===== src/mode_s_frame_classifier_macros.svh =====
// Assertion macros used by the Mode S frame classifier top level.
`ifndef MODE_S_FRAME_CLASSIFIER_MACROS_SVH
`define MODE_S_FRAME_CLASSIFIER_MACROS_SVH

`ifndef SYNTHESIS
// Check a property on every rising clk edge outside reset.
`define MFC_ASSERT(label, prop, msg) \
    label: assert property (@(posedge clk) disable iff (!rst_n) (prop)) else $error(msg);
// Check that a trigger is followed by a consequence in the next cycle.
`define MFC_ASSERT_NEXT(label, trig, cons, msg) \
    label: assert property (@(posedge clk) disable iff (!rst_n) (trig) |=> (cons)) \
        else $error(msg);
`else
`define MFC_ASSERT(label, prop, msg)
`define MFC_ASSERT_NEXT(label, trig, cons, msg)
`endif

`endif


===== src/mfc_pkg.sv =====
// Shared types and constants of the Mode S frame classifier.
package mfc_pkg;

    // Frame geometry in symbols
    localparam int unsigned SHORT_SYMBOLS     = 56;
    localparam int unsigned LONG_SYMBOLS      = 112;
    localparam int unsigned FIRST_TAIL_SYMBOL = 65;
    localparam int unsigned TAIL_SYMBOLS      = 5;

    // Reference level taps, in chips from the frame start
    localparam int unsigned REF_TAPS = 4;
    localparam int unsigned REF_CHIP_OFS [REF_TAPS] = '{0, 2, 7, 9};

    typedef enum logic [1:0] {
        KIND_SHORT = 2'd0,
        KIND_LONG  = 2'd1,
        KIND_FRUIT = 2'd2
    } frame_kind_t;

    // Preamble flags seen at the edges of the lookahead windows
    typedef struct packed {
        logic head;       // flag leaving both windows (frame start)
        logic short_edge; // flag entering the short window
        logic tail;       // flag entering the long window
    } window_flags_t;

endpackage


===== src/mfc_cell.sv =====
// One delay cell of the sample line: a sample and its preamble flag.
module mfc_cell
    import mfc_pkg::*;
#(
    parameter int unsigned SAMPLE_BITS = 16
)
(
    input  logic                   clk,
    input  logic                   rst_n,
    input  logic                   shift,
    input  logic [SAMPLE_BITS-1:0] next_sample,
    input  logic                   next_flag,
    output logic [SAMPLE_BITS-1:0] sample,
    output logic                   flag
);

    logic [SAMPLE_BITS-1:0] sample_reg;
    logic [SAMPLE_BITS-1:0] sample_next;
    logic                   flag_reg;
    logic                   flag_next;

    // Take the neighbor's content on each accepted request
    always_comb
    begin
        sample_next = sample_reg;
        flag_next   = flag_reg;
        if (shift)
        begin
            sample_next = next_sample;
            flag_next   = next_flag;
        end
    end

    always_ff @(posedge clk or negedge rst_n)
    begin
        if (!rst_n)
        begin
            sample_reg <= '0;
            flag_reg   <= 1'b0;
        end
        else
        begin
            sample_reg <= sample_next;
            flag_reg   <= flag_next;
        end
    end

    assign sample = sample_reg;
    assign flag   = flag_reg;

endmodule


===== config.mk =====
export PLATFORM = sky130hd
export DESIGN_NAME = mfc_cell
export DESIGN_NICKNAME = d
export VERILOG_FILES = /design/src/mode_s_frame_classifier_macros.svh /design/src/mfc_pkg.sv /design/src/mfc_cell.sv
export SDC_FILE = /design/constraint.sdc
export NUM_CORES = 1
export LEC_CHECK = 0
export ABC_CLOCK_PERIOD_IN_PS = 900
export BUFFER_PORTS_ARGS = -buffer_cell sky130_fd_sc_hd__buf_2
export CORE_UTILIZATION = 38
export DETAILED_ROUTE_END_ITERATION = 8
export PLACE_DENSITY = 0.7
export RECOVER_POWER = 50
export REMOVE_ABC_BUFFERS = 1
export SYNTH_ARGS = -nofsm -noshare
export SYNTH_HDL_FRONTEND = slang
export SYNTH_SLANG_ARGS = --single-unit

===== constraint.sdc =====
create_clock -name clk -period 0.9 [get_ports clk]
set_clock_uncertainty 0.2 [all_clocks]
set_input_delay 0 -clock clk [delete_from_list [all_inputs] [get_ports clk]]
set_output_delay 0 -clock clk [all_outputs]
set_load 0.01 [all_outputs]

==> implementation parameters <==
Parameter                              Value

Status
  Outcome    finished, violations left
  Failing checks    hold timing, setup timing

Global routing
  Largest net degree at the start of global routing    18
  Final global-route overflow total    0
  Global-route total usage across every layer    0.1455
  Number of global-route vias before repair    499
  Wire length of the first global-routing pass    2042 um
  Number of antenna violations at the first check in global routing    0

Power
  Power consumption    between 1.5 and 2 mW
  P per Cell Area    1650 nW/um2
  Net switching component of the power    0.4063 mW
  Part of the power in registers    0.544
  Clock Power Share    0.247
  Part of the power in combinational logic    0.209
  P_int    1.206 mW
  Switching portion of total power    0.2520
  P_leak    0.5083 nW
  IR Drop Worst-Case VDD    1.129 mV

STA
  Post-route setup slack    -0.1321 ns
  Minimum hold slack    -0.2621 ns
  Unrepaired setup endpoints after global routing    yes
  Total setup violations reported at the end of the flow    34
  Final number of hold-violating endpoints    34
  Period minus WS final    1.032 ns
  Total count of max-transition violations in the final report    0
  Relative slew slack    0.7233
  Transition time of the tightest slew-check pin    around 0.41 ns
  Sum of negative setup slack    -2.890 ns
  Highest clock frequency the design can meet    968.9 MHz
  Ratio of final minimum period to clock period    1.147

Layout
  Nets    about 100
  Number of flip-flops under the largest register name    16
  Most frequent cells in the layout    sky130_fd_sc_hd__buf_2 (35), sky130_fd_sc_hd__dfrtp_1 (17), sky130_fd_sc_hd__mux2_4 (10)
  Share of post-route cells with drive strength above 1    0.7317
  Most frequent standard cell in the layout excluding fill and tap cells    sky130_fd_sc_hd__buf_2
  Area delta synth->final    42.52%
  Diodes inserted    0

Detailed routing
  Detail Route Antenna Nets    0
  Total DRC errors in the routed layout    0
  Number of design-rule violations left by the first detailed-router iteration    2
  Vias per cell    4.387
  Total Wirelength    1317 um
  Number of vias in the routed layout    465
  Drt wl/cell    12.42 um
  Initial DRT Pass Iterations    2

Worst setup path
  Required time worst endpoint    0.70 ns
  Launching element type of the critical path    flop
  Arrival time of data at the critical path endpoint    0.83 ns
  Worst R2R Start    sample[8]
  Crit path max-delay cell type    sky130_fd_sc_hd__dfrtp_1
  Crit path launch    sample[8]
  CP max stage delay    0.40 ns
  Ordered cell list for the critical path    buf_2
  Path depth of the worst reg2reg path    1
  Maximum fanout along the worst path    2
  Cell family with the largest share of critical-path delay    flip-flops
  Critical path start-end classification    flop to primary output
  Bufs and invs on worst path    1
  Reg-to-reg slack, setup    -0.08 ns
  End of the worst register-to-register path    sample[8]
  Kind of end point of the critical path    primary output

Floorplan
  Chip Width    about 44 um
  Number of I/O pins    37
  Height of the chip    between 40 and 50 um
  Placeable Area    between 1500 and 2000 um2
  Starting utilization of the core area    0.4301
  Std cell rows    14
  Die Area    1978 um2

Synth
  Arithmetic-cell share of the synthesized area counting full adders, half adders and majority gates    0
  Area fraction in compound gates after synthesis    0
  Cell count after synthesis    36
  Total of warnings raised by yosys    0
  Synthesized cell area    between 600 and 700 um2
  Unique masters post-synth    5
  Syn avg cell area    19.05 um2
  Post-synthesis sequential element count    17
  Simple-gate area share of the yosys netlist    0
  Post-Synth XOR/XNOR Area    0
  Share of synthesized area spent on multiplexers    0.3339
  Post-synthesis sequential area ratio    0.6204
  Dominant combinational cell family by area after synthesis    multiplexers

Placed design
  Port buffer count    36
  Weighted congestion at the end of routability-driven global placement    0.6762

Clocking
  PostCTS Resize Cnt    0
  Root buffer cell    sky130_fd_sc_hd__clkbuf_4
  Clk_lat worst skew    0.28 ns
  Number of levels the H-tree was split into    1
  TritonCTS clock tree    built
  Clock transition time at the flip-flop clock pins of the worst setup and hold paths    0.10 ns
  Clock Tree Buf Depth    2
  TritonCTS Buffers    3
  Sink Count    17
  Buffers inserted by post-CTS timing repair    0

Worst hold path
  Hold worst-path end    sample[1]
  Instance count along the most critical hold path    2
  Tightest Hold Check Type    primary input to flop
  Start point of the worst hold path    next_sample[1]

Flow run
  Max-cap violations    0
[layout make-up]
cell class	instances	area, um2
fill	140	616.8
tap	24	30.03
sequential	17	425.4
clock buffer	3	22.52
clock inverter	1	5.005
timing repair buffer	44	265.3
multi-input combinational	17	229.0
[worst max-delay path by stage]
| stage | endpoint | slack (ns) | cells past startpoint |
|---|---|---|---|
| floorplan | sample[10] | -0.08 | 1 |
| finish | sample[8] | -0.13 | 1 |
| CTS | sample[8] | -0.15 | 1 |
| global route | sample[8] | -0.18 | 1 |
| global placement | sample[4] | -0.04 | 1 |
| detailed placement | sample[8] | -0.07 | 1 |
[metrics by stage]
stage                       util  std cells  area, um2  setup slack, ns
final                     0.6130        106      977.2          -0.1321
after global routing      0.6130        106      977.2          -0.1789
after detailed placement  0.5644         97      899.6         -0.07306
after floorplan                -         34      654.4         -0.07928
after global placement    0.5644         97      899.6         -0.04032
after CTS                 0.6005        104      957.2          -0.1468
[logic make-up (layout without fill, tap and decap cells)]
group	after synthesis	after routing
muxes	17	17
DFF	17	17
buffers and inverters	2	48
[cells in the mapped netlist]
cell type / n / share of area
sky130_fd_sc_hd__buf_12: 1 / 0.029
sky130_fd_sc_hd__mux2_4: 10 / 0.22
sky130_fd_sc_hd__dfrtp_1: 17 / 0.62
sky130_fd_sc_hd__mux2_2: 7 / 0.11
sky130_fd_sc_hd__buf_6: 1 / 0.016
[timing repair]
item / in CTS / in global routing
pin swaps: 0 / 0
gates cloned: 0 / 0
endpoints found under the hold margin: 34 / 27
hold buffers: 3 / 2
endpoints found under the setup margin: 34 / 34
[power by group through the flow]
stage	clock (mW)	combinational, mW	sequential [mW]
final	0.398	0.337	0.877
after floorplan	0	0.107	0.930
after global placement	0	0.318	0.886
after detailed placement	0	0.323	0.893
after global routing	0.446	0.363	0.889
after CTS	0.419	0.336	0.878
[layer usage]
layer | GRT usage | part of all wire | up-vias
met2 | 0.2618 | 0.50 | 23
met1 | 0.1645 | 0.44 | 227
met5 | 0 | 0 | -
met4 | 0.01818 | 0 | 0
met3 | 0.06122 | 0.064 | 0
li1 | - | - | 215
(Power assumes the default switching activity.)
